$ cat config.mk
export PLATFORM = sky130hd
export DESIGN_NAME = bracket_quote_continuation_check_core
export DESIGN_NICKNAME = d
export VERILOG_FILES = /design/src/bqc_pkg.sv /design/src/bqc_in_stage.sv /design/src/bqc_scan.sv /design/src/bqc_out_stage.sv /design/src/bracket_quote_continuation_check_core.sv
export SDC_FILE = /design/constraint.sdc
export NUM_CORES = 1
export LEC_CHECK = 0
export ABC_AREA = 1
export BUFFER_PORTS_ARGS = -buffer_cell sky130_fd_sc_hd__buf_2
export CAP_MARGIN = 20
export CORE_ASPECT_RATIO = 1.2
export CORE_MARGIN = 2
export CORE_UTILIZATION = 40
export CTS_BUF_LIST = sky130_fd_sc_hd__clkbuf_4 sky130_fd_sc_hd__clkbuf_8 sky130_fd_sc_hd__clkbuf_16
export DETAILED_ROUTE_END_ITERATION = 8
export PLACE_DENSITY = 0.67
export RECOVER_POWER = 100
export REMOVE_ABC_BUFFERS = 1
export SETUP_SLACK_MARGIN = 0.5
export SLEW_MARGIN = 40
export SYNTH_ARGS = -nofsm -noshare
export SYNTH_HDL_FRONTEND = slang
export SYNTH_HIERARCHICAL = 1
export SYNTH_SLANG_ARGS = --single-unit
$ cat constraint.sdc
create_clock -name clk -period 7.4 [get_ports clk]
set_clock_uncertainty 0.15 [all_clocks]
set_input_delay 0.74 -clock clk [delete_from_list [all_inputs] [get_ports clk]]
set_output_delay 0.74 -clock clk [all_outputs]
set_load 0.005 [all_outputs]
$ cat src/bqc_pkg.sv
// shared types, constants and status codes for the bracket and quote continuation checker
package bqc_pkg;

  localparam int CH_W        = 8;
  localparam int LEN_W       = 25;
  localparam int STATUS_W    = 3;
  localparam int CODE_W      = 2;
  localparam int STACK_DEPTH_DEF = 64;

  localparam logic [LEN_W-1:0] LEN_LIMIT_RESET = 25'd16781312;

  localparam logic [STATUS_W-1:0] ST_COMPLETE  = 3'd0;
  localparam logic [STATUS_W-1:0] ST_OPEN      = 3'd1;
  localparam logic [STATUS_W-1:0] ST_MISMATCH  = 3'd2;
  localparam logic [STATUS_W-1:0] ST_TOO_LONG  = 3'd3;
  localparam logic [STATUS_W-1:0] ST_OVERFLOW  = 3'd4;

  localparam logic [CODE_W-1:0] CODE_BRACE = 2'd0;
  localparam logic [CODE_W-1:0] CODE_BRACK = 2'd1;
  localparam logic [CODE_W-1:0] CODE_PAREN = 2'd2;

  localparam logic [CH_W-1:0] CH_LBRACE = 8'h7B;
  localparam logic [CH_W-1:0] CH_RBRACE = 8'h7D;
  localparam logic [CH_W-1:0] CH_LBRACK = 8'h5B;
  localparam logic [CH_W-1:0] CH_RBRACK = 8'h5D;
  localparam logic [CH_W-1:0] CH_LPAREN = 8'h28;
  localparam logic [CH_W-1:0] CH_RPAREN = 8'h29;
  localparam logic [CH_W-1:0] CH_DQUOTE = 8'h22;
  localparam logic [CH_W-1:0] CH_SQUOTE = 8'h27;
  localparam logic [CH_W-1:0] CH_BSLASH = 8'h5C;

  typedef struct packed {
    logic [CH_W-1:0] ch;
    logic            is_end;
  } in_word_t;

  typedef struct packed {
    logic                need_more;
    logic [STATUS_W-1:0] status;
  } out_word_t;

  typedef struct packed {
    logic valid;
    logic take;
  } stage_ctl_t;

endpackage

$ cat src/bqc_in_stage.sv
// input register for incoming words
module bqc_in_stage
  import bqc_pkg::*;
(
  input  logic       clk,
  input  logic       rst_n,
  input  logic       in_valid,
  output logic       in_ready,
  input  in_word_t   in_data,
  input  logic       take,
  output stage_ctl_t ctl,
  output in_word_t   word
);

  logic     valid_r;
  logic     valid_nxt;
  in_word_t word_r;

  assign in_ready  = !valid_r || take;
  assign valid_nxt = (in_valid && in_ready) ? 1'b1 : (take ? 1'b0 : valid_r);

  always_ff @(posedge clk) begin
    if (!rst_n) begin
      valid_r <= 1'b0;
    end else begin
      valid_r <= valid_nxt;
    end
  end

  always_ff @(posedge clk) begin
    if (in_valid && in_ready) begin
      word_r <= in_data;
    end
  end

  assign ctl.valid = valid_r;
  assign ctl.take  = take;
  assign word      = word_r;

endmodule

$ cat src/bqc_scan.sv
// line state, bracket stack and terminator status logic
module bqc_scan
  import bqc_pkg::*;
#(
  parameter int STACK_DEPTH = STACK_DEPTH_DEF
)
(
  input  logic             clk,
  input  logic             rst_n,
  input  logic             cfg_we,
  input  logic [LEN_W-1:0] cfg_wdata,
  input  logic             fire,
  input  in_word_t         word,
  output logic             res_valid,
  output out_word_t        res
);

  localparam int LVL_W  = $clog2(STACK_DEPTH + 1);
  localparam int ADDR_W = (STACK_DEPTH > 1) ? $clog2(STACK_DEPTH) : 1;
  localparam logic [LVL_W-1:0] LVL_FULL = LVL_W'(STACK_DEPTH);

  logic [LEN_W-1:0]  max_len_r;
  logic              dq_r, dq_nxt;
  logic              sq_r, sq_nxt;
  logic              esc_r, esc_nxt;
  logic [LEN_W-1:0]  count_r, count_nxt;
  logic              mm_r, mm_nxt;
  logic              ov_r, ov_nxt;
  logic [LVL_W-1:0]  level_r, level_nxt;
  logic [CODE_W-1:0] top_r;

  logic [CODE_W-1:0] mem [STACK_DEPTH];
  logic              we;
  logic [ADDR_W-1:0] waddr;
  logic [ADDR_W-1:0] raddr;
  logic [CODE_W-1:0] wdata;
  logic [CODE_W-1:0] close_code;
  logic              is_close;

  always_comb begin
    dq_nxt     = dq_r;
    sq_nxt     = sq_r;
    esc_nxt    = esc_r;
    count_nxt  = count_r;
    mm_nxt     = mm_r;
    ov_nxt     = ov_r;
    level_nxt  = level_r;
    we         = 1'b0;
    waddr      = ADDR_W'(level_r);
    wdata      = CODE_BRACE;
    close_code = CODE_BRACE;
    is_close   = 1'b0;
    res_valid  = 1'b0;
    res.need_more = 1'b0;
    res.status    = ST_COMPLETE;

    if (mm_r) begin
      res.status = ST_MISMATCH;
    end else if (ov_r) begin
      res.status = ST_OVERFLOW;
    end else if (count_r > max_len_r) begin
      res.status = ST_TOO_LONG;
    end else if (dq_r || sq_r || (level_r != '0)) begin
      res.status    = ST_OPEN;
      res.need_more = 1'b1;
    end

    if (fire && word.is_end) begin
      res_valid = 1'b1;
      dq_nxt    = 1'b0;
      sq_nxt    = 1'b0;
      esc_nxt   = 1'b0;
      count_nxt = '0;
      mm_nxt    = 1'b0;
      ov_nxt    = 1'b0;
      level_nxt = '0;
    end else if (fire && !mm_r && !ov_r) begin
      if (count_r != '1) begin
        count_nxt = count_r + LEN_W'(1);
      end
      if (word.ch == CH_BSLASH) begin
        esc_nxt = (count_r == '0) ? 1'b0 : !esc_r;
      end else begin
        esc_nxt = 1'b0;
      end
      if (word.ch == CH_DQUOTE && !sq_r && !esc_r) begin
        dq_nxt = !dq_r;
      end
      if (word.ch == CH_SQUOTE && !dq_r && !esc_r) begin
        sq_nxt = !sq_r;
      end

      if (!dq_nxt && !sq_nxt) begin
        case (word.ch) inside
          CH_LBRACE, CH_LBRACK, CH_LPAREN: begin
            if (level_r < LVL_FULL) begin
              we        = 1'b1;
              level_nxt = level_r + LVL_W'(1);
              if (word.ch == CH_LBRACE) begin
                wdata = CODE_BRACE;
              end else if (word.ch == CH_LBRACK) begin
                wdata = CODE_BRACK;
              end else begin
                wdata = CODE_PAREN;
              end
            end else begin
              ov_nxt = 1'b1;
            end
          end
          CH_RBRACE: begin
            is_close   = 1'b1;
            close_code = CODE_BRACE;
          end
          CH_RBRACK: begin
            is_close   = 1'b1;
            close_code = CODE_BRACK;
          end
          CH_RPAREN: begin
            is_close   = 1'b1;
            close_code = CODE_PAREN;
          end
          default: begin
          end
        endcase

        if (is_close) begin
          if ((level_r != '0) && (top_r == close_code)) begin
            level_nxt = level_r - LVL_W'(1);
          end else begin
            mm_nxt = 1'b1;
          end
        end
      end
    end
  end

  assign raddr = (level_nxt == '0) ? '0 : ADDR_W'(level_nxt - LVL_W'(1));

  // top of stack tracks the entry below the next level
  always_ff @(posedge clk) begin
    if (we) begin
      mem[waddr] <= wdata;
    end
    if (we && (waddr == raddr)) begin
      top_r <= wdata;
    end else begin
      top_r <= mem[raddr];
    end
  end

  always_ff @(posedge clk) begin
    if (!rst_n) begin
      max_len_r <= LEN_LIMIT_RESET;
      dq_r      <= 1'b0;
      sq_r      <= 1'b0;
      esc_r     <= 1'b0;
      count_r   <= '0;
      mm_r      <= 1'b0;
      ov_r      <= 1'b0;
      level_r   <= '0;
    end else begin
      if (cfg_we) begin
        max_len_r <= cfg_wdata;
      end
      dq_r    <= dq_nxt;
      sq_r    <= sq_nxt;
      esc_r   <= esc_nxt;
      count_r <= count_nxt;
      mm_r    <= mm_nxt;
      ov_r    <= ov_nxt;
      level_r <= level_nxt;
    end
  end

endmodule

$ cat src/bqc_out_stage.sv
// result register toward the output channel
module bqc_out_stage
  import bqc_pkg::*;
(
  input  logic      clk,
  input  logic      rst_n,
  input  logic      res_valid,
  input  out_word_t res,
  output logic      can_load,
  output logic      out_valid,
  input  logic      out_ready,
  output out_word_t out_data
);

  logic      valid_r;
  logic      valid_nxt;
  out_word_t data_r;

  assign can_load  = !valid_r || out_ready;
  assign valid_nxt = res_valid ? 1'b1 : ((valid_r && out_ready) ? 1'b0 : valid_r);

  always_ff @(posedge clk) begin
    if (!rst_n) begin
      valid_r <= 1'b0;
    end else begin
      valid_r <= valid_nxt;
    end
  end

  always_ff @(posedge clk) begin
    if (res_valid) begin
      data_r <= res;
    end
  end

  assign out_valid = valid_r;
  assign out_data  = data_r;

endmodule

$ cat src/bracket_quote_continuation_check_core.sv
// top level of the bracket and quote continuation checker
// The block takes one line of text a byte per word and reports on the terminator word whether
// the line must continue; a new word is taken every cycle unless a terminator word is held
// while the result register is occupied. The bracket stack is a STACK_DEPTH entry memory
// whose top entry is kept in a register refreshed every cycle, so pushes and pops run at full
// rate. Byte words produce no result. The user must write the max_len register through cfg_we
// and cfg_wdata only while the block is idle; the block itself does not enforce it.
module bracket_quote_continuation_check_core
  import bqc_pkg::*;
#(
  parameter int STACK_DEPTH = STACK_DEPTH_DEF
)
(
  input  logic             clk,
  input  logic             rst_n,
  input  logic             cfg_we,
  input  logic [LEN_W-1:0] cfg_wdata,
  input  logic             in_valid,
  output logic             in_ready,
  input  in_word_t         in_data,
  output logic             out_valid,
  input  logic             out_ready,
  output out_word_t        out_data
);

  stage_ctl_t in_ctl;
  in_word_t   word;
  logic       take;
  logic       can_load;
  logic       res_valid;
  out_word_t  res;

  // terminator words wait for room in the result register
  assign take = in_ctl.valid && (!word.is_end || can_load);

  bqc_in_stage u_in_stage (
    .clk      (clk),
    .rst_n    (rst_n),
    .in_valid (in_valid),
    .in_ready (in_ready),
    .in_data  (in_data),
    .take     (take),
    .ctl      (in_ctl),
    .word     (word)
  );

  bqc_scan #(
    .STACK_DEPTH (STACK_DEPTH)
  ) u_scan (
    .clk       (clk),
    .rst_n     (rst_n),
    .cfg_we    (cfg_we),
    .cfg_wdata (cfg_wdata),
    .fire      (in_ctl.take),
    .word      (word),
    .res_valid (res_valid),
    .res       (res)
  );

  bqc_out_stage u_out_stage (
    .clk       (clk),
    .rst_n     (rst_n),
    .res_valid (res_valid),
    .res       (res),
    .can_load  (can_load),
    .out_valid (out_valid),
    .out_ready (out_ready),
    .out_data  (out_data)
  );

endmodule
-- Word-level counts from Yosys, hierarchy flattened
Memory sizes are Yosys's and may differ from the RTL's. A register that Yosys moved wholly into a read port is not among the register bits.
Index checks and enable logic that the tools add are counted.
- register bits after elaboration: 77
- latch bits: 0
- memory bits (writable): 128
- bits in read-only memories: 0
- input port bits: 39
- output and inout port bits: 6
- logic and storage cells: 127
- memories kept: 1
- $add $sub $neg: 4
- $mul: 0
- div/mod/pow operators: 0
- order comparisons: 2
- eq/ne operators: 11
- shift operators: 0
- mux-type cells: 52
- bitwise operators: 3
- reductions and logical operators: 39
- memory list (name ; words ; bits a word ; rd ports ; clocked after Yosys merged registers in ; write ports ; line ; RTL):
    u_scan.mem ; 64 ; 2 ; 1 ; 1 ; 1 ; bqc_scan.sv:32 ; logic [CODE_W-1:0] mem [STACK_DEPTH];
- operator list (kind ; count):
    $mux 7 ; 7
    $eq 8x7->1 const B ; 5
    $eq 8x6->1 const B ; 4
    $mux 2 ; 14
    $mux 1 ; 27
    $add 25x1->25 const B ; 1
    $gt 25x25->1 ; 1
    $logic_not 25->1 ; 1
    $ne 25x25->1 const B ; 1
    $logic_and 1x1->1 ; 12
    $logic_not 1->1 ; 10
    $reduce_and 4->1 ; 2
    $add 7x1->7 const B ; 1
    $logic_not 7->1 ; 1
    $lt 7x7->1 const B ; 1
    $reduce_bool 7->1 ; 1
    $sub 7x1->7 const B ; 1
    $mux 3 ; 2
    $mux 6 ; 1
    $reduce_or 3->1 ; 2
    $sub 6x1->6 const B ; 1
    $logic_or 1x1->1 ; 5
    $mux 4 ; 1
    $reduce_bool 2->1 ; 2
    4 further kinds ; 7

-- Depth between registers and ports, before layout
Gate-level depths: netlist (run 1).
- word-level depth: 22
- depth in mapped cells: 21
- depth with buffers taken out: 20

-- Cells and area by module
Netlist (run 1), hierarchy kept.
- modules (own cells, without submodules) (module ; times used ; cells each ; area each (µm²) ; sequential area each (µm²)):
    bqc_scan ; 1 ; 1087 ; 9522.9 ; 5205.0
    bqc_in_stage ; 1 ; 18 ; 336.6 ; 290.3
    bqc_out_stage ; 1 ; 10 ; 166.4 ; 140.1
    bracket_quote_continuation_check_core ; 1 ; 3 ; 16.3 ; 0.0

-- Worst setup path before layout (run 1)
No wires, ideal clock.
- path kind: in2reg
- start point: input port out_ready
- end point: memory u_scan.mem[0][0], data pin
- library setup time: 0.681 ns
- data arrival time: 4.689 ns
- required time: 6.569 ns
- setup slack: 1.880 ns
- stages: 14
- path buffers: 2
- path through: inv_1 -> nand2_2 -> inv_1 -> a21oi_2 -> buf_4 -> nand2_1 -> clkinv_1 -> nand3_1 -> inv_1 -> buf_2 -> nand2_1 -> nor2_2 -> inv_1 -> nor3_1
- cells in the longest elaborated chain, start to end: 7
- elaborated cells on any way between the ends: 8
- those cells by class: mux: 2; reduce/logical: 6
- ends and longest elaborated chain (what ; line ; RTL):
    start, declared ; bracket_quote_continuation_check_core.sv:22 ; input logic out_ready,
    $logic_or 1x1->1 * ; bqc_out_stage.sv:19 ; assign can_load = !valid_r || out_ready;
    net can_load ; bracket_quote_continuation_check_core.sv:29 ; logic can_load;
    $logic_or 1x1->1 * ; bracket_quote_continuation_check_core.sv:34 ; assign take = in_ctl.valid && (!word.is_end || can_load);
    $logic_and 1x1->1 * ; bracket_quote_continuation_check_core.sv:34 ;
    net take ; bracket_quote_continuation_check_core.sv:28 ; logic take;
    $logic_and 1x1->1 (2 in a row) ; bqc_scan.sv:77 ; end else if (fire && !mm_r && !ov_r) begin
    $mux 2 ; bqc_scan.sv:77 ;
    $mux 2 * ; bqc_scan.sv:68 ; if (fire && word.is_end) begin
    net u_scan.wdata[0] ; bqc_scan.sv:36 ; logic [CODE_W-1:0] wdata;
    end, declared ; bqc_scan.sv:32 ;
The timed path passes the listed nets; every way through them passes the cells marked *.

==> impl_results.md, run 1 <==
* Multi-input gate area at 3740 um2
* Critical Path RT at ~7.6 ns
* Via density at 5.21
* DRT Wirelength at 23.5 mm
* Synth Register Bits at approximately 210
* Vias in the first global route at around 7300
* Core area at approximately 25000 um2
* GRT Residual Overflow at 0
* Die height at about 180 um
* DP HPWL at about 16 mm
* I/O Buffers at 44
* Reg area at 5640 um2
* Post-layout min period at 4.14 ns
* Non-filler cells, final at 1496
* Commonest non-fill, non-tap cell in the layout: nand2_1
* Fin Setup TNS at 0 ns
* Clock sink count at about 210
* Ys Warns at 6
* Hold Path Class: primary input to flip-flop
* Post-Syn Instances at between 1000 and 1500
* Register area share after synthesis at 0.561
* Final core occ at 0.455
* Slowest Stage Delay on Critical Path at around 0.5 ns
* WS Path Type: flip-flop to flip-flop
* Synth Flop Type: edfxtp_1
* Residual DRC at 0
* FMAX at ~0.24 GHz
* CTS resizes at 0
* Post-CTS Setup Inserts at 0
* Largest family of logic cells by synthesized area: simple AND/OR/NAND/NOR gates
* Worst setup SP type: flip-flop
* Post-route cell area at 11200 um2
* Worst-path fanout max at 65
* Synth unique cells at 39
* Die area at 26400 um2
* Slowest cell on crit path: buf_4
* PD cells at between 200 and 250 nW/um2
* Share of layout cells above drive strength 1 at 0.0811
* Post-synth design cell area at approximately 10000 um2
* Global-route wire length before repair at about 38 mm
* Peak VDD IR at 0.000194 V
* Max-slew violation count at 0
* Largest net degree at the start of global routing at 66
* # diodes at 0
* XOR/XNOR Fraction of Synth Area at 0.00959
* I/O pin count at between 40 and 50
* Final period util at 0.560
* Number of synthesized flops with an enable pin at 141
* Final net count at 1223
* Slew headroom at 0.175
* Worst Setup End Kind: flip-flop
* Status: finished, final reports clean
* Initial Util at 0.407
* Final Hold Viols at 0
* Mean Syn Cell Area at 8.98 um2
* Biggest area consumer among synthesized cells: edfxtp_1
* H-tree levels at 1
* Most frequent cells in the layout: 253 x nand2_1, 158 x nand3_1, 141 x edfxtp_1, 109 x nor2_1, 102 x inv_1
* Most frequent CP cell: nand2_1
* Row count at 63
* Worst skew pair latency at 0.52 ns
* Post-synthesis compound-gate area fraction at 0.0721
* Mux cell area share after synthesis at 0
* Setup violations, final at 0
* Area Overhead vs Synth at 11.8%
* Cell Chain, Critical Path: buf_4 -> inv_4 -> nand2_1 -> nand3_1 -> nand3_1 -> nand2_1 -> nand2_1 -> nand3_1 -> nand3_1 -> nand2_1 -> nand2_1 -> nand2_1 -> nor2_1 -> nand3_1 -> nand3_1 -> nand2_1 -> nand2_1 -> ha_1 -> nand4_1 -> nor2_1 -> a21oi_1
* GR Util All Layers at 0.180
* Leak at around 4.4 nW
* RSZ-0062 raised after global routing: no
* Starting DRT DRC Count at approximately 600
* Worst Path Arrival at ~4.4 ns
* Largest cells by area after synthesis: edfxtp_1 42%, dfxtp_1 14%, nand2_1 9.3%
* Fill cell count at 2343
* Vias at 7792
* Total power at 2.55 mW
* Worst-margin pin slew at 1.23 ns
* Clock buffer depth at 3
* Area share of the largest cell type after synthesis at 0.422
* Wire per inst at about 16 um
* Clock-pin transition on the worst setup and hold timing paths at around 0.06 ns
* Adder-cell share of the synthesized area at 0.0374
* Post-Synth Simple-Gate Area at 0.254
* Dpl cell area at between 10000 and 15000 um2
* Hold buffer count at cts at 0
* Post-DRT Antenna Nets at 0
* Total of max-cap violations at 0
* Placed Cells at roughly 1500
* CTS Buf Count at 23
* Final Wtd Congestion at between 0.9 and 1
* Initial antenna violation count at 0
* First-pass DRT Iterations at 7
* Synth async-reset ratio at 0
* CTS tree: yes
* Die width at around 150 um
* Clk root buf: clkbuf_16
## cell families after synthesis
family	Yosys count
AO/OA/AOI/OAI	133
XOR/XNOR	11
adder cells (fa/ha/maj)	30
buffers and inverters	149
flip-flops	211
AND/OR/NAND/NOR	584
## per-stage QoR
| step | hold WS [ns] | setup WS, ns |
|---|---|---|
| floorplan | 0.285 | 1.97 |
| global placement | 0.300 | 3.39 |
| detailed placement | 0.305 | 3.36 |
| CTS | 0.224 | 3.62 |
| global route | 0.227 | 2.75 |
| finish | 0.242 | 3.26 |
## per-layer routing
| layer | wire, um | global-route usage | share of wire | vias up |
|---|---|---|---|---|
| met2 | 11300 | 0.306 | 0.48 | 222 |
| met1 | 10300 | 0.238 | 0.44 | 3630 |
| li1 | - | - | - | 3899 |
| met5 | 0 | 0 | 0 | - |
| met3 | 1260 | 0.0262 | 0.054 | 41 |
| met4 | 626 | 0.0552 | 0.027 | 0 |
## report_power, final
group / leakage (nW) / switching, mW / internal [mW]
clock: 0.386 / 0.465 / 0.693
combinational: 2.04 / 0.0842 / 0.0408
sequential: 1.98 / 0.00907 / 1.26
## cells in the mapped netlist, types with 2 or more instances
library cell,instances
a211oi_1,5
nand2_1,249
nand4_1,20
o211ai_1,4
a21oi_1,67
a31oi_1,2
buf_6,7
inv_2,3
xor2_1,10
buf_4,8
o21ai_0,47
clkinv_1,6
nor3_1,26
buf_2,13
nand3_1,158
nand2_2,5
dfxtp_1,70
clkbuf_1,10
a21oi_2,3
nor2_2,2
nor2_1,106
edfxtp_1,141
inv_1,102
ha_1,30
nor4_1,10
## worst max-delay path, delay by kind of cell (launching register included)
family | cells | cell delay (ns)
buffers and inverters | 2 | 0.92
adders and majority gates | 1 | 0.23
and+or+nand+nor | 17 | 2.22
DFF | 1 | 0.31
AOI/OAI and AO/OA | 1 | 0.08
## area by class of cell
class	instances	share of cell area
Multi-Input combinational cell	758	0.333
Tap cell	325	0.0362
Timing Repair Buffer	49	0.0223
Sequential cell	211	0.502
Clock inverter	17	0.0158
Clock buffer	25	0.0532
Inverter	111	0.0374
## state kept, by name (all words and copies together), names as in the netlist, named ones only
name                   count
u_scan/ov_r                1
u_out_stage/out_valid      1
u_in_stage/valid_r         1
u_scan/count_r            25
u_scan/level_r             7
u_scan/mm_r                1
u_scan/esc_r               1
u_scan/dq_r                1
u_scan/sq_r                1
u_scan/max_len_r          25
u_scan/mem               128
u_in_stage/word            9
u_out_stage/out_data       4
## path summary, 6_finish.rpt
| kind | from | cells after the start | to | slack, ns |
|---|---|---|---|---|
| min | in_data[5] | 1 | u_in_stage/word[5] | 0.24 |
| max reg2reg | flip-flop | 21 | flip-flop | 3.26 |
| max | flip-flop | 21 | flip-flop | 3.26 |
| min reg2reg | u_scan/max_len_r[15] | 2 | u_scan/max_len_r[15] | 0.32 |
No activity file was read; power rests on OpenSTA's default activity.
==> inputs of run 2 (changes only) <==
--- a/config.mk
+++ b/config.mk
@@ -13,7 +13,7 @@
 export CORE_UTILIZATION = 40
 export CTS_BUF_LIST = sky130_fd_sc_hd__clkbuf_4 sky130_fd_sc_hd__clkbuf_8 sky130_fd_sc_hd__clkbuf_16
 export DETAILED_ROUTE_END_ITERATION = 8
-export PLACE_DENSITY = 0.67
+export PLACE_DENSITY = 0.69
 export RECOVER_POWER = 100
 export REMOVE_ABC_BUFFERS = 1
 export SETUP_SLACK_MARGIN = 0.5
==> constraint.sdc (replaced) <==
create_clock -name clk -period 3.8 [get_ports clk]
set_clock_uncertainty 0.15 [all_clocks]
set_input_delay 0.38 -clock clk [delete_from_list [all_inputs] [get_ports clk]]
set_output_delay 0.38 -clock clk [all_outputs]
set_load 0.005 [all_outputs]
==> impl_results.md, run 2 (same netlist as run 1, synthesis figures left out) <==
* Leak at approximately 4.6 nW
* Setup violations, final at 0
* Met3 wire len at about 1.5 mm
* Clk root buf: clkbuf_16
* Top Registers: u_scan/mem: 128 flops, u_scan/count_r: 25 flops, u_scan/max_len_r: 25 flops
* Clock sink count at between 200 and 250
* Share of layout cells above drive strength 1 at 0.0957
* Final period util at 0.894
* Slowest Stage Delay on Critical Path at between 0.5 and 0.6 ns
* Clock buffer depth at 3
* Worst skew pair latency at 0.51 ns
* Largest net degree at the start of global routing at 65
* I/O pin count at 45
* Die area at about 26000 um2
* I/O Buffers at 44
* GR Util All Layers at 0.183
* Vias in the first global route at between 7000 and 8000
* Final Hold Viols at 0
* Wire length on met2 at approximately 12 mm
* Worst-margin pin slew at around 1.2 ns
* Starting DRT DRC Count at approximately 730
* First-pass DRT Iterations at 5
* Worst-path fanout max at 32
* Hold Path Class: primary input to flip-flop
* Max-slew violation count at 0
* Final Wtd Congestion at 0.904
* CTS Buf Count at 22
* Initial Util at 0.407
* Clock-pin transition on the worst setup and hold timing paths at ~0.060 ns
* Most frequent cells in the layout: 251 x nand2_1, 157 x nand3_1, 141 x edfxtp_1, 107 x nor2_1, 100 x inv_1
* Total of max-cap violations at 0
* Commonest non-fill, non-tap cell in the layout: nand2_1
* DP HPWL at about 16 mm
* Critical Path RT at about 4 ns
* Post-DRT Antenna Nets at 0
* Wire per inst at roughly 16 um
* Total power at between 4 and 5 mW
* Reg with most FFs: u_scan/mem
* Post-route cell area at between 10000 and 15000 um2
* FMAX at a little under 0.3 GHz
* CTS tree: yes
* PD cells at 418 nW/um2
* WS Path Type: flip-flop to flip-flop
* RSZ-0062 raised after global routing: yes
* Initial antenna violation count at 0
* Cell Chain, Critical Path: inv_1 -> nand2_1 -> nor3_1 -> nand2_1 -> o41ai_2 -> nand2_1 -> inv_1 -> nand2_1 -> nor2_4 -> clkinvlp_4 -> nor3_1 -> clkbuf_16
* Met1 wire length at 9.97 mm
* Row count at 63
* Post-layout min period at about 3.4 ns
* Status: finished, final reports clean
* Slew headroom at 0.178
* Highest routed layer: met4
* Peak VDD IR at 0.000350 V
* Die width at about 150 um
* Final net count at between 1000 and 1500
* Area Overhead vs Synth at 16.2%
* Worst Path Arrival at between 3 and 4 ns
* Residual DRC at 0
* Vias at roughly 8100
* H-tree levels at 1
* Max reg flops at approximately 130
* Most frequent CP cell: nand2_1
* Slowest cell on crit path: nor3_1
* Die height at about 180 um
* Core area at about 25000 um2
* Global-route wire length before repair at 38.6 mm
* Dpl cell area at roughly 11000 um2
* Worst Setup End Kind: flip-flop
* DRT Wirelength at between 20 and 25 mm
* # diodes at 0
* Fin Setup TNS at 0 ns
* Worst setup SP type: flip-flop
* GRT Residual Overflow at 0
* Via density at 5.30
-- run 2: cell count changes in the layout (fill, tap and decap cells not counted), moves of 4 or more --
cell	previous run	this run
buf_2	38	34
buf_4	5	12
clkbuf_1	6	13
clkbuf_4	1	14
clkinv_2	7	2
dlygate4sd3_1	0	20
-- run 2: where the power goes --
part	internal, mW	switching, mW
logic	0.103	0.173
registers	2.46	0.0183
clock network	1.27	0.861
total	3.83	1.05
-- run 2: critical path: cells and delay by family (launching register included) --
family                 cells  cell delay, ns
buffers and inverters      4            0.85
flip-flops                 1            0.40
AND/OR/NAND/NOR            7            1.71
AO/OA/AOI/OAI              1            0.10
-- run 2: path summary, 6_finish.rpt --
check                                     startpoint              endpoint  slack (ns)  depth (start not counted)
worst max-delay path              u_in_stage/word[3]     u_scan/mem[15][0]        0.40                         12
worst max register to register    u_in_stage/word[3]     u_scan/mem[15][0]        0.40                         12
worst min register to register  u_scan/max_len_r[13]  u_scan/max_len_r[13]        0.32                          2
worst min-delay path                   cfg_wdata[16]  u_scan/max_len_r[16]        0.02                          3
-- run 2: final cells by class --
class	count	area, um2
clock inverters	9	109
well taps	325	407
fillers	2310	13000
multi-input cells	758	3770
clock buffers	30	611
flip-flops and latches	211	5640
repair buffers	93	703
inverters	111	434
-- run 2: per-layer routing --
layer / GRT usage / up-vias
met2: 0.325 / 277
met1: 0.222 / 3817
met3: 0.0272 / 57
li1: - / 3989
met4: 0.0766 / 0
met5: 0 / -
-- run 2: what timing repair did --
item	CTS	global route
endpoints found under the setup margin	168	194
gates resized for setup	4	24
gates cloned	0	2
pin swaps	1	6
endpoints found under the hold margin	18	0
setup buffers	1	13
hold buffers	20	0
-- run 2: metrics by stage --
step / cells / utilization / hold WS [ns] / worst slack, ns
after floorplan: 1080 / - / 0.285 / -1.39
after global placement: 1462 / 0.429 / 0.300 / 0.277
after detailed placement: 1462 / 0.429 / 0.306 / 0.256
after CTS: 1522 / 0.467 / 0.00134 / 0.556
after global routing: 1537 / 0.473 / 0.0275 / 0.244
final: 1537 / 0.473 / 0.0176 / 0.401
==> inputs of run 3 (changes only) <==
--- a/config.mk
+++ b/config.mk
@@ -10,10 +10,10 @@
 export CAP_MARGIN = 20
 export CORE_ASPECT_RATIO = 1.2
 export CORE_MARGIN = 2
-export CORE_UTILIZATION = 40
+export CORE_UTILIZATION = 35
 export CTS_BUF_LIST = sky130_fd_sc_hd__clkbuf_4 sky130_fd_sc_hd__clkbuf_8 sky130_fd_sc_hd__clkbuf_16
 export DETAILED_ROUTE_END_ITERATION = 8
-export PLACE_DENSITY = 0.69
+export PLACE_DENSITY = 0.63
 export RECOVER_POWER = 100
 export REMOVE_ABC_BUFFERS = 1
 export SETUP_SLACK_MARGIN = 0.5
==> impl_results.md, run 3 (same netlist as run 1, synthesis figures left out) <==
* Status: finished, final reports clean
* H-tree levels at 1
* Hold Path Class: primary input to flip-flop
* I/O Buffers at 44
* WHS at ~0.014 ns
* Critical Path End: u_scan/mem[60][0]
* R2R depth at 11
* Worst path top cell family by delay: simple AND/OR/NAND/NOR gates
* Clock buffer depth at 3
* CTS Buf Count at 22
* Total of max-cap violations at 0
* Clk root buf: clkbuf_16
* Fin Setup TNS at 0 ns
* Core area at 28100 um2
* Reg with most FFs: u_scan/mem
* Residual DRC at 0
* Slowest Stage Delay on Critical Path at between 0.4 and 0.5 ns
* I/O pin count at 45
* Gate power share at 0.058
* Final setup slack of the worst path at ~0.47 ns
* Final net count at approximately 1300
* WS Path Type: flip-flop to flip-flop
* Wire per inst at between 15 and 20 um
* Non-filler cells, final at between 1500 and 2000
* Max reg flops at between 100 and 150
* Setup violations, final at 0
* Worst-margin pin slew at roughly 1.2 ns
* Worst setup SP type: flip-flop
* Die area at 30100 um2
* Row count at 67
* Setup slack at placement at just under 0.4 ns
* Cell Chain, Critical Path: inv_1 -> nor4_1 -> nand4_1 -> xor2_1 -> nand3_2 -> inv_1 -> nand2_1 -> nor2_2 -> clkbuf_1 -> nand2_1 -> nor2_1
* Post-route cell area at about 12000 um2
* Sw frac at 0.221
* Dpl cell area at 10700 um2
* Via density at 5.08
* # diodes at 0
* Slew headroom at 0.179
* Worst skew pair latency at around 0.5 ns
* CTS tree: yes
* Final Wtd Congestion at slightly below 0.9
* DRT Wirelength at around 25 mm
* RSZ-0062 raised after global routing: yes
* Crit path depth at 11
* Leak at 4.62 nW
* Max-slew violation count at 0
* Vias in the first global route at 7770
* Share of layout cells above drive strength 1 at 0.0946
* R2R setup slack at between 0.4 and 0.5 ns
* Placed Cells at 1518
* Starting DRT DRC Count at between 700 and 800
* Final period util at 0.877
* Fill cell count at ~2700
* Worst-path fanout max at 11
* Crit. Startpoint: u_in_stage/word[2]
* Seq pwr share at 0.512
* GR Util All Layers at 0.162
* Clock power share at 0.430
* PD cells at 412 nW/um2
* Worst Path Arrival at between 3 and 4 ns
* Post-layout min period at 3.33 ns
* Clock-pin transition on the worst setup and hold timing paths at 0.06 ns
* Sw Pwr at between 1 and 1.5 mW
* Clock sink count at roughly 210
* First-pass DRT Iterations at 6
* Vias at 8099
* Most frequent cells in the layout: 252 x nand2_1, 156 x nand3_1, 141 x edfxtp_1, 106 x nor2_1, 103 x inv_1
* Top Registers: u_scan/mem: 128 flops, u_scan/count_r: 25 flops, u_scan/max_len_r: 25 flops
* Initial Util at 0.358
* Initial antenna violation count at 0
* Largest net degree at the start of global routing at between 60 and 70
* Commonest non-fill, non-tap cell in the layout: nand2_1
* GRT Residual Overflow at 0
* Critical Path RT at roughly 3.9 ns
* R2R Path Start: u_in_stage/word[2]
* Slowest cell on crit path: edfxtp_1
* Buf/Inv on CP at 3
* DP HPWL at 16.4 mm
* Post-DRT Antenna Nets at 0
* RR Endpoint: u_scan/mem[60][0]
* Die width at ~160 um
* FMAX at roughly 0.30 GHz
* P_int at 3.77 mW
* Global-route wire length before repair at 39.0 mm
* Peak VDD IR at 0.000308 V
* Worst Setup End Kind: flip-flop
* Die height at between 150 and 200 um
* Final Hold Viols at 0
* Area Overhead vs Synth at 16.9%
[run 3: repair_timing]
item | in CTS | in global routing
cloned | 0 | 2
setup buffers | 4 | 8
endpoints found under the hold margin | 22 | 0
setup endpoints to repair | 93 | 188
resized for setup | 2 | 10
pin swaps | 2 | 2
hold buffers | 23 | 0
[run 3: worst register-to-register path, stage by stage, from the launching register on]
cell and delay, ns:
edfxtp_1 0.45, inv_1 0.09, nor4_1 0.23, nand4_1 0.13, xor2_1 0.25, nand3_2 0.21, inv_1 0.31, nand2_1 0.14
nor2_2 0.28, clkbuf_1 0.26, nand2_1 0.26, nor2_1 0.25
[run 3: final cells by class]
| cell class | count | area, um2 | share of cell area |
|---|---|---|---|
| multi-input combinational | 758 | 3750 | 0.319 |
| timing repair buffer | 96 | 754 | 0.0643 |
| clock inverter | 8 | 52.6 | 0.00448 |
| inverter | 111 | 418 | 0.0356 |
| tap | 379 | 474 | 0.0404 |
| sequential | 211 | 5640 | 0.480 |
| clock buffer | 32 | 657 | 0.0559 |
[run 3: power groups by stage]
stage | Clock (mW) | Combinational [mW] | Sequential [mW]
3_5_place_dp | 0 | 0.253 | 2.53
6_report | 2.08 | 0.280 | 2.47
4_1_cts | 2.13 | 0.275 | 2.48
2_1_floorplan | 0 | 0.156 | 2.53
3_3_place_gp | 0 | 0.248 | 2.53
5_1_grt | 2.22 | 0.316 | 2.48
[run 3: metrics by stage]
stage | util | total power, mW
2_1_floorplan | - | 2.68
3_3_place_gp | 0.380 | 2.77
3_5_place_dp | 0.380 | 2.78
4_1_cts | 0.416 | 4.88
5_1_grt | 0.418 | 5.01
6_report | 0.418 | 4.83
[run 3: how the worst min path moves through the flow]
stage | slack [ns] | from | cells after the start | end
floorplan | 0.28 | u_scan/max_len_r[15] | 2 | u_scan/max_len_r[15]
global placement | 0.30 | u_scan/max_len_r[13] | 2 | u_scan/max_len_r[13]
detailed placement | 0.31 | u_scan/max_len_r[14] | 2 | u_scan/max_len_r[14]
CTS | 0.002 | cfg_wdata[14] | 3 | u_scan/max_len_r[14]
global route | 0.01 | cfg_wdata[23] | 3 | u_scan/max_len_r[23]
finish | 0.01 | cfg_wdata[14] | 3 | u_scan/max_len_r[14]
[run 3: layer usage]
metal | part of all wire | GRT usage | up-vias
met1 | 0.43 | 0.208 | 3848
met3 | 0.046 | 0.0223 | 45
met2 | 0.50 | 0.286 | 212
met4 | 0.024 | 0.0395 | 0
met5 | 0 | 0 | -
li1 | - | - | 3994
